**config.mk**
```make
export PLATFORM = sky130hd
export DESIGN_NAME = cursor_sequence_store
export DESIGN_NICKNAME = d
export VERILOG_FILES = /design/src/hdl/csq_pkg.sv /design/src/hdl/cursor_sequence_store.sv /design/src/hdl/csq_datapath.sv /design/src/hdl/csq_controller.sv
export SDC_FILE = /design/constraint.sdc
export NUM_CORES = 2
export LEC_CHECK = 0
export BUFFER_PORTS_ARGS = -buffer_cell sky130_fd_sc_hd__buf_2
export CAP_MARGIN = 20
export CORE_ASPECT_RATIO = 0.9
export CORE_UTILIZATION = 51
export DETAILED_ROUTE_END_ITERATION = 8
export GPL_TIMING_DRIVEN = 1
export PLACE_DENSITY = 0.69
export RECOVER_POWER = 100
export SYNTH_ARGS = -nofsm -noshare
export SYNTH_HDL_FRONTEND = slang
export SYNTH_SLANG_ARGS = --single-unit
```
**constraint.sdc**
```tcl
create_clock -name clk -period 11 [get_ports clk]
set_input_delay 1.1 -clock clk [delete_from_list [all_inputs] [get_ports clk]]
set_output_delay 1.1 -clock clk [all_outputs]
set_load 0.05 [all_outputs]
```
**src/hdl/csq_pkg.sv**
```systemverilog
// ----------------------------------------------------------------------------
// csq_pkg
// Shared types and constants for the cursor sequence store.
// ----------------------------------------------------------------------------
package csq_pkg;

	localparam int CAP_ENTRIES = 32;
	localparam int DATA_W      = 32;
	localparam int PTR_W       = $clog2(CAP_ENTRIES);
	localparam int CNT_W       = PTR_W + 1;

	localparam logic [3:0] OP_START     = 4'd0;
	localparam logic [3:0] OP_END       = 4'd1;
	localparam logic [3:0] OP_LAST      = 4'd2;
	localparam logic [3:0] OP_ADVANCE   = 4'd3;
	localparam logic [3:0] OP_RETREAT   = 4'd4;
	localparam logic [3:0] OP_INSERT    = 4'd5;
	localparam logic [3:0] OP_ATTACH    = 4'd6;
	localparam logic [3:0] OP_REMOVE    = 4'd7;
	localparam logic [3:0] OP_INS_FRONT = 4'd8;
	localparam logic [3:0] OP_ATT_BACK  = 4'd9;
	localparam logic [3:0] OP_RM_FRONT  = 4'd10;
	localparam logic [3:0] OP_READ_CUR  = 4'd11;
	localparam logic [3:0] OP_READ_IDX  = 4'd12;

	localparam logic [2:0] ERR_OK      = 3'd0;
	localparam logic [2:0] ERR_FULL    = 3'd1;
	localparam logic [2:0] ERR_NO_ITEM = 3'd2;
	localparam logic [2:0] ERR_EMPTY   = 3'd3;
	localparam logic [2:0] ERR_RANGE   = 3'd4;

	typedef struct packed {
		logic [3:0]        op;
		logic [DATA_W-1:0] value;
		logic [4:0]        index;
	} in_item_t;

	typedef struct packed {
		logic [DATA_W-1:0] read_value;
		logic [5:0]        entry_count;
		logic [4:0]        cursor_pos;
		logic              has_item;
		logic [2:0]        error_code;
	} out_item_t;

	typedef enum logic [2:0] {
		ST_IDLE,
		ST_EXEC,
		ST_SHIFT,
		ST_FILL,
		ST_READ,
		ST_CAPTURE
	} ctl_state_t;

	typedef enum logic [1:0] {
		PLAN_NONE,
		PLAN_INS,
		PLAN_RM,
		PLAN_READ
	} plan_t;

	typedef struct packed {
		logic load;
		logic plan;
		logic shift;
		logic fill;
		logic read;
		logic capture;
	} cmd_t;

	typedef struct packed {
		plan_t kind;
		logic  moves_zero;
		logic  shift_done;
		logic  ins_dir;
	} sts_t;

endpackage

```
**src/hdl/cursor_sequence_store.sv**
```systemverilog
// ----------------------------------------------------------------------------
// cursor_sequence_store
// Fixed-capacity ordered word store with a cursor.
//
//   channel  direction  handshake              payload
//   in       input      in_valid / in_ready    in_item  (op, value, index)
//   out      output     out_valid / out_ready  out_item (read_value .. error_code)
//
// Cursor moves and failed operations: decode state only, then result.
// Reads: decode, read and capture states (single read port, registered read data).
// Insert/attach: decode, shift if m > 0, then fill; remove: decode, then shift
// if m > 0; m = entries moved. The shift engine moves one entry per cycle through
// the memory port pair, then completes the last write before the done check.
// Reset clears count and cursor; entry memory is not cleared.
// A waiting result does not block acceptance once out_ready is high.
// ----------------------------------------------------------------------------
module cursor_sequence_store (
	input  logic               clk,
	input  logic               arst_n,
	input  logic               in_valid,
	output logic               in_ready,
	input  csq_pkg::in_item_t  in_item,
	output logic               out_valid,
	input  logic               out_ready,
	output csq_pkg::out_item_t out_item
);
	import csq_pkg::*;

	cmd_t cmd;
	sts_t sts;

	csq_controller u_ctl (
		.clk       (clk),
		.arst_n    (arst_n),
		.in_valid  (in_valid),
		.in_ready  (in_ready),
		.out_valid (out_valid),
		.out_ready (out_ready),
		.sts       (sts),
		.cmd       (cmd)
	);

	csq_datapath u_dp (
		.clk      (clk),
		.arst_n   (arst_n),
		.in_item  (in_item),
		.cmd      (cmd),
		.sts      (sts),
		.out_item (out_item)
	);

endmodule

```
**src/hdl/csq_datapath.sv**
```systemverilog
// ----------------------------------------------------------------------------
// csq_datapath
// Entry memory, count and cursor registers, operation decode, shift engine
// and result register.
// ----------------------------------------------------------------------------
module csq_datapath (
	input  logic               clk,
	input  logic               arst_n,
	input  csq_pkg::in_item_t  in_item,
	input  csq_pkg::cmd_t      cmd,
	output csq_pkg::sts_t      sts,
	output csq_pkg::out_item_t out_item
);
	import csq_pkg::*;

	logic [DATA_W-1:0] mem [CAP_ENTRIES];

	logic [3:0]        op_q;
	logic [DATA_W-1:0] word_q;
	logic [PTR_W-1:0]  idx_q;
	logic [CNT_W-1:0]  count_q;
	logic [PTR_W-1:0]  cursor_q;
	logic [PTR_W-1:0]  pos_q;
	logic [PTR_W-1:0]  rd_ptr_q;
	logic [CNT_W-1:0]  left_q;
	logic              dir_q;
	logic              pend_s1;
	logic [PTR_W-1:0]  waddr_s1;
	logic [DATA_W-1:0] rdata_q;
	out_item_t         res_q;

	logic              holds;
	logic              full;
	logic [2:0]        err;
	logic [CNT_W-1:0]  nxt_count;
	logic [PTR_W-1:0]  nxt_cursor;
	logic [PTR_W-1:0]  pos;
	plan_t             kind;
	logic [CNT_W-1:0]  moves;
	logic [CNT_W-1:0]  start_ptr;
	logic              shift_issue;
	logic              rd_en;
	logic [PTR_W-1:0]  rd_addr;

	assign holds = {1'b0, cursor_q} < count_q;
	assign full  = count_q >= CNT_W'(CAP_ENTRIES);

	always_comb begin
		err        = ERR_OK;
		nxt_count  = count_q;
		nxt_cursor = cursor_q;
		pos        = '0;
		kind       = PLAN_NONE;
		unique case (op_q) inside
			OP_START: nxt_cursor = '0;
			OP_END: nxt_cursor = (count_q != '0) ? PTR_W'(count_q - 1'b1) : '0;
			OP_LAST: nxt_cursor = PTR_W'(CAP_ENTRIES - 1);
			OP_ADVANCE: begin
				if (!holds)
					err = ERR_NO_ITEM;
				else if (cursor_q != PTR_W'(CAP_ENTRIES - 1))
					nxt_cursor = cursor_q + 1'b1;
			end
			OP_RETREAT: begin
				if (cursor_q != '0)
					nxt_cursor = cursor_q - 1'b1;
			end
			OP_INSERT, OP_ATTACH, OP_INS_FRONT, OP_ATT_BACK: begin
				if (full) begin
					err = ERR_FULL;
				end else begin
					kind      = PLAN_INS;
					nxt_count = count_q + 1'b1;
					if (op_q == OP_INSERT)
						pos = holds ? cursor_q : '0;
					else if (op_q == OP_ATTACH)
						pos = holds ? cursor_q + 1'b1 : PTR_W'(count_q);
					else if (op_q == OP_INS_FRONT)
						pos = '0;
					else
						pos = PTR_W'(count_q);
					nxt_cursor = pos;
				end
			end
			OP_REMOVE: begin
				if (!holds) begin
					err = ERR_NO_ITEM;
				end else begin
					kind       = PLAN_RM;
					pos        = cursor_q;
					nxt_count  = count_q - 1'b1;
					nxt_cursor = ({1'b0, cursor_q} < nxt_count) ? cursor_q : '0;
				end
			end
			OP_RM_FRONT: begin
				if (count_q == '0) begin
					err = ERR_EMPTY;
				end else begin
					kind       = PLAN_RM;
					pos        = '0;
					nxt_count  = count_q - 1'b1;
					nxt_cursor = '0;
				end
			end
			OP_READ_CUR: begin
				if (!holds) begin
					err = ERR_NO_ITEM;
				end else begin
					kind = PLAN_READ;
					pos  = cursor_q;
				end
			end
			OP_READ_IDX: begin
				if ({1'b0, idx_q} >= count_q) begin
					err = ERR_RANGE;
				end else begin
					kind = PLAN_READ;
					pos  = idx_q;
				end
			end
			default: ;
		endcase
	end

	always_comb begin
		if (kind == PLAN_INS) begin
			moves     = count_q - {1'b0, pos};
			start_ptr = count_q - 1'b1;
		end else begin
			moves     = count_q - 1'b1 - {1'b0, pos};
			start_ptr = {1'b0, pos} + 1'b1;
		end
	end

	assign shift_issue = cmd.shift && (left_q != '0);
	assign rd_en       = shift_issue || cmd.read;
	assign rd_addr     = cmd.read ? pos_q : rd_ptr_q;

	assign sts.kind       = kind;
	assign sts.moves_zero = (moves == '0);
	assign sts.shift_done = (left_q == '0) && !pend_s1;
	assign sts.ins_dir    = dir_q;

	assign out_item = res_q;

	always_ff @(posedge clk or negedge arst_n) begin
		if (!arst_n) begin
			count_q  <= '0;
			cursor_q <= '0;
			left_q   <= '0;
			pend_s1  <= 1'b0;
		end else begin
			if (cmd.plan) begin
				count_q  <= nxt_count;
				cursor_q <= nxt_cursor;
				left_q   <= (kind == PLAN_INS || kind == PLAN_RM) ? moves : '0;
			end else if (shift_issue) begin
				left_q <= left_q - 1'b1;
			end
			pend_s1 <= shift_issue;
		end
	end

	always_ff @(posedge clk) begin
		if (cmd.load) begin
			op_q   <= in_item.op;
			word_q <= in_item.value;
			idx_q  <= in_item.index;
		end
		if (cmd.plan) begin
			pos_q                <= pos;
			rd_ptr_q             <= PTR_W'(start_ptr);
			dir_q                <= (kind == PLAN_INS);
			res_q.read_value     <= '0;
			res_q.entry_count    <= nxt_count;
			res_q.cursor_pos     <= nxt_cursor;
			res_q.has_item       <= {1'b0, nxt_cursor} < nxt_count;
			res_q.error_code     <= err;
		end else if (shift_issue) begin
			rd_ptr_q <= dir_q ? rd_ptr_q - 1'b1 : rd_ptr_q + 1'b1;
		end
		if (shift_issue)
			waddr_s1 <= dir_q ? rd_ptr_q + 1'b1 : rd_ptr_q - 1'b1;
		if (cmd.capture)
			res_q.read_value <= rdata_q;
	end

	always_ff @(posedge clk) begin
		if (rd_en)
			rdata_q <= mem[rd_addr];
		if (pend_s1)
			mem[waddr_s1] <= rdata_q;
		else if (cmd.fill)
			mem[pos_q] <= word_q;
	end

endmodule

```
**src/hdl/csq_controller.sv**
```systemverilog
// ----------------------------------------------------------------------------
// csq_controller
// Sequencer for one operation: decode, shift, fill, read and hand-off.
// ----------------------------------------------------------------------------
module csq_controller (
	input  logic           clk,
	input  logic           arst_n,
	input  logic           in_valid,
	output logic           in_ready,
	output logic           out_valid,
	input  logic           out_ready,
	input  csq_pkg::sts_t  sts,
	output csq_pkg::cmd_t  cmd
);
	import csq_pkg::*;

	ctl_state_t state_q;
	ctl_state_t state_nxt;
	logic       out_valid_q;
	logic       accept;

	assign in_ready  = (state_q == ST_IDLE) && (!out_valid_q || out_ready);
	assign accept    = in_valid && in_ready;
	assign out_valid = out_valid_q;

	always_comb begin
		state_nxt = state_q;
		unique case (state_q)
			ST_IDLE: begin
				if (accept)
					state_nxt = ST_EXEC;
			end
			ST_EXEC: begin
				unique case (sts.kind)
					PLAN_INS:  state_nxt = sts.moves_zero ? ST_FILL : ST_SHIFT;
					PLAN_RM:   state_nxt = sts.moves_zero ? ST_IDLE : ST_SHIFT;
					PLAN_READ: state_nxt = ST_READ;
					default:   state_nxt = ST_IDLE;
				endcase
			end
			ST_SHIFT: begin
				if (sts.shift_done)
					state_nxt = sts.ins_dir ? ST_FILL : ST_IDLE;
			end
			ST_FILL:    state_nxt = ST_IDLE;
			ST_READ:    state_nxt = ST_CAPTURE;
			ST_CAPTURE: state_nxt = ST_IDLE;
			default:    state_nxt = ST_IDLE;
		endcase
	end

	always_comb begin
		cmd         = '0;
		cmd.load    = accept;
		cmd.plan    = (state_q == ST_EXEC);
		cmd.shift   = (state_q == ST_SHIFT);
		cmd.fill    = (state_q == ST_FILL);
		cmd.read    = (state_q == ST_READ);
		cmd.capture = (state_q == ST_CAPTURE);
	end

	always_ff @(posedge clk or negedge arst_n) begin
		if (!arst_n) begin
			state_q     <= ST_IDLE;
			out_valid_q <= 1'b0;
		end else begin
			state_q <= state_nxt;
			if (state_q != ST_IDLE && state_nxt == ST_IDLE)
				out_valid_q <= 1'b1;
			else if (out_ready)
				out_valid_q <= 1'b0;
		end
	end

endmodule

```
==> reports/qor.yml <==
outcome:
  outcome: "finished with violations"
  violations: "capacitance limit, slew limit"
detailed_routing:
  drt-initial-drc-count: 2886
  dr_total_vias: 25600
  routedLengthMet1_mm: 49.7
  wirelength_mm: 118
  ant_nets: 0
  via_per_inst: 6.26
  dr_wl_met2_mm: 55.1
  wl_met3_mm: 10.2
  firstDrtPassIters: 6
  drcViolationCount: 0
  dr.max_layer_used: "met4"
  wire_per_inst_um: 28.8
setup_path:
  critical-path-top-delay-family: "buffers and inverters"
  critPathMaxStageDelay_ns: 2.54
  critPathSlowestCell: "clkbuf_1"
  cp_data_arrival_time_ns: 8.59
  cp.buffers_inverters: 4
  end_kind: "register"
  critPathMostFrequentCell: "clkbuf_1"
  critical_path_class: "reg -> reg"
  path_max_fanout: 46
  crit_path_start_kind: "register"
  crit_path_cell_trace: "clkbuf_1, nor2b_1, and3b_2, clkbuf_1, a31oi_1, clkbuf_1, nor2_1, buf_4"
  crit_start: "u_ctl.state_q[2]"
  rr_startpoint: "u_ctl.state_q[2]"
  required_ns: 11.33
power:
  power_w: 0.0148
  p_leak_nw: 17.3
  peakVddDrop_v: 0.000251
  power_density_nw_per_um2: 277
placed_design:
  dp_hpwl_mm: 61.5
  io_buffers: 93
  routabilityCongestion: 0.876
floorplan:
  dieWidth_um: 324
  ios: 94
  core.rowCount: 106
  initial_utilization: 0.514
  die-area_um2: 94800
  core_um2: 92800
  die_height_um: 292
cells_and_area:
  utilization: 0.573
  mostFrequentLayoutCells: "edfxtp_1 (1160), nand2_1 (350), mux4_2 (256), nand3_1 (174), clkbuf_16 (114)"
  drive_above_1_share: 0.183
  finalNetCount: 2838
  syn2layout_area_growth_pct: 11.5
  register_area_um2: 35400
  fillCellCount: 6893
  multi_input_area_um2: 11700
  final_common_cell: "edfxtp_1"
sta:
  fin_skew_ns: 0.0321
  drv_slew: 861
  max_slew_margin: -2.22
  rsz0062_at_grt: "no"
  worst_pin_slew_ns: 4.83
  finalSetupTns_ns: 0
  hold_viol_final: 0
  fin_crit_ns: 8.26
  min_period_over_period: 0.751
  setup_viol: 0
  fmax_mhz: 121
grt:
  grt_use_total: 0.250
  grt_pass1_wl_mm: 173
  grt_start_max_net_pins: 133
  antenna_found_initial: 1
  grt_overflow: 0
  grt_pass1_vias: 25400
synthesis:
  yosysWarnings: 0
  yosysSeqAreaShare: 0.741
  yosysUniqueCellTypes: 75
  synth_top_family_by_area: "multiplexers"
  synthMuxAreaShare: 0.133
  syn_inst: 2634
  synth_fa_ha_area_frac: 0.00986
  synth_nets: 2716
  synth_ff_type: "edfxtp_1"
  postSynthAreaPerCell_um2: 18.1
  synthArstFlopShare: 0.0186
  yosys_register_bits: 1182
  synth_area_um2: 47700
  synth_simple_gate_area_share: 0.0686
  synth-edff-count: 1160
  synth_compound_area_frac: 0.0233
  synth-xor-area-share: 0.00569
cts:
  hold_buffers: 0
  root_buffer: "clkbuf_16"
  cts_tree: "built"
  numCtsBuffers: 114
  clk_path_buf_depth: 3
  cts_resized: 0
  cts.htree.levels: 3
  cts.sinks: 1182
  postCtsSetupBuffers: 0
  clk_pin_slew_worst_paths_ns: 0.06
  clkLatencyLatePin_ns: 0.70
min_path:
  hold_path.class: "in -> reg"
  min-delay-start: "in_item[32]"
job:
  maxCapViolations: 29
## metrics by stage
stage               setup slack, ns  instances  area [um2]  hold WS (ns)
finish                         2.74       4095       53200         0.573
floorplan                      6.32       2634       47700         0.547
global placement               5.42       3881       49800         0.566
global route                   2.38       4093       53200         0.542
CTS                            5.20       4092       53500         0.401
detailed placement             5.25       3881       49800         0.571
## area by class of cell
type	instances	area share
clock buffer	142	0.0556
clock inverter	69	0.0144
sequential	1182	0.665
multi-input combinational	1270	0.219
antenna	2	0.0000940
tap	1242	0.0292
timing repair buffer	150	0.0145
inverter	38	0.00273
## cell families (layout without fill, tap and decap cells)
logic type	count (synthesis)	in the layout
AO/OA/AOI/OAI	176	176
XOR/XNOR	31	31
adder cells (fa/ha/maj)	37	37
buffers and inverters	182	399
flip-flops	1182	1182
multiplexers	307	307
other	0	2
AND/OR/NAND/NOR	719	719
## cells in the mapped netlist, types with 3 or more instances
library cell	n	area, um2
mux2i_1	14	140
o221ai_1	5	43.8
buf_4	16	120
xnor2_1	26	228
o22ai_1	5	31.3
and3_1	39	244
a221oi_1	3	26.3
nand3b_1	6	45.0
o32ai_1	4	35.0
buf_2	29	145
a32oi_1	3	26.3
buf_1	9	33.8
a221o_1	4	40.0
mux2_2	36	405
clkbuf_1	76	285
nor4b_1	4	35.0
a21oi_1	33	165
buf_6	13	146
nor3b_1	3	22.5
nor2_1	75	282
edfxtp_1	1160	34800
o21ai_0	40	200
o21ai_1	34	170
mux4_2	256	5770
xor2_1	5	43.8
nand2_1	350	1310
nor4_1	7	43.8
nand3_1	174	871
o31ai_1	3	22.5
or3_1	4	25.0
a21o_1	7	52.6
nand2b_1	14	87.6
a31oi_1	9	56.3
nor3_1	15	75.1
dfrtp_1	22	551
inv_1	37	139
ha_1	36	450
nor2b_1	12	75.1
## report_power, final
group | internal, W | total [W] | switching [W] | leakage [nW]
Combinational | 0.00172 | 0.00483 | 0.00311 | 4.76
Clock | 0.00224 | 0.00390 | 0.00166 | 1.79
Sequential | 0.00581 | 0.00604 | 0.000229 | 10.8
## flip-flops by register name, indices dropped and copies added, names as in the netlist
name,cells
u_dp.out_item,47
u_dp.rdata_q,32
u_dp.rd_ptr_q,5
u_dp.dir_q,1
u_dp.op_q,4
u_dp.waddr_s1,5
u_dp.cursor_q,5
u_dp.count_q,6
u_dp.word_q,32
u_dp.mem,1024
u_dp.pend_s1,1
u_dp.left_q,6
u_ctl.state_q,3
u_dp.idx_q,5
u_ctl.out_valid,1
u_dp.pos_q,5
## worst paths after layout
check / endpoint / slack, ns / cells past startpoint
setup / recovery: u_dp.mem[23][19] / 2.74 / 8
hold / removal: u_dp.word_q[27] / 0.57 / 1
setup reg to reg: u_dp.mem[23][19] / 2.74 / 8
hold reg to reg: u_dp.out_item[35] / 0.59 / 1
max in group asynchronous: u_ctl.state_q[1] / 9.35 / 1
min in group asynchronous: u_dp.cursor_q[4] / 0.74 / 1
## per-layer routing
metal	GRT usage	up-vias
li1	-	10700
met1	0.373	13500
met2	0.384	1279
met3	0.0446	193
met4	0.0656	0
met5	0	-
Power figures use the tool's default switching activity.
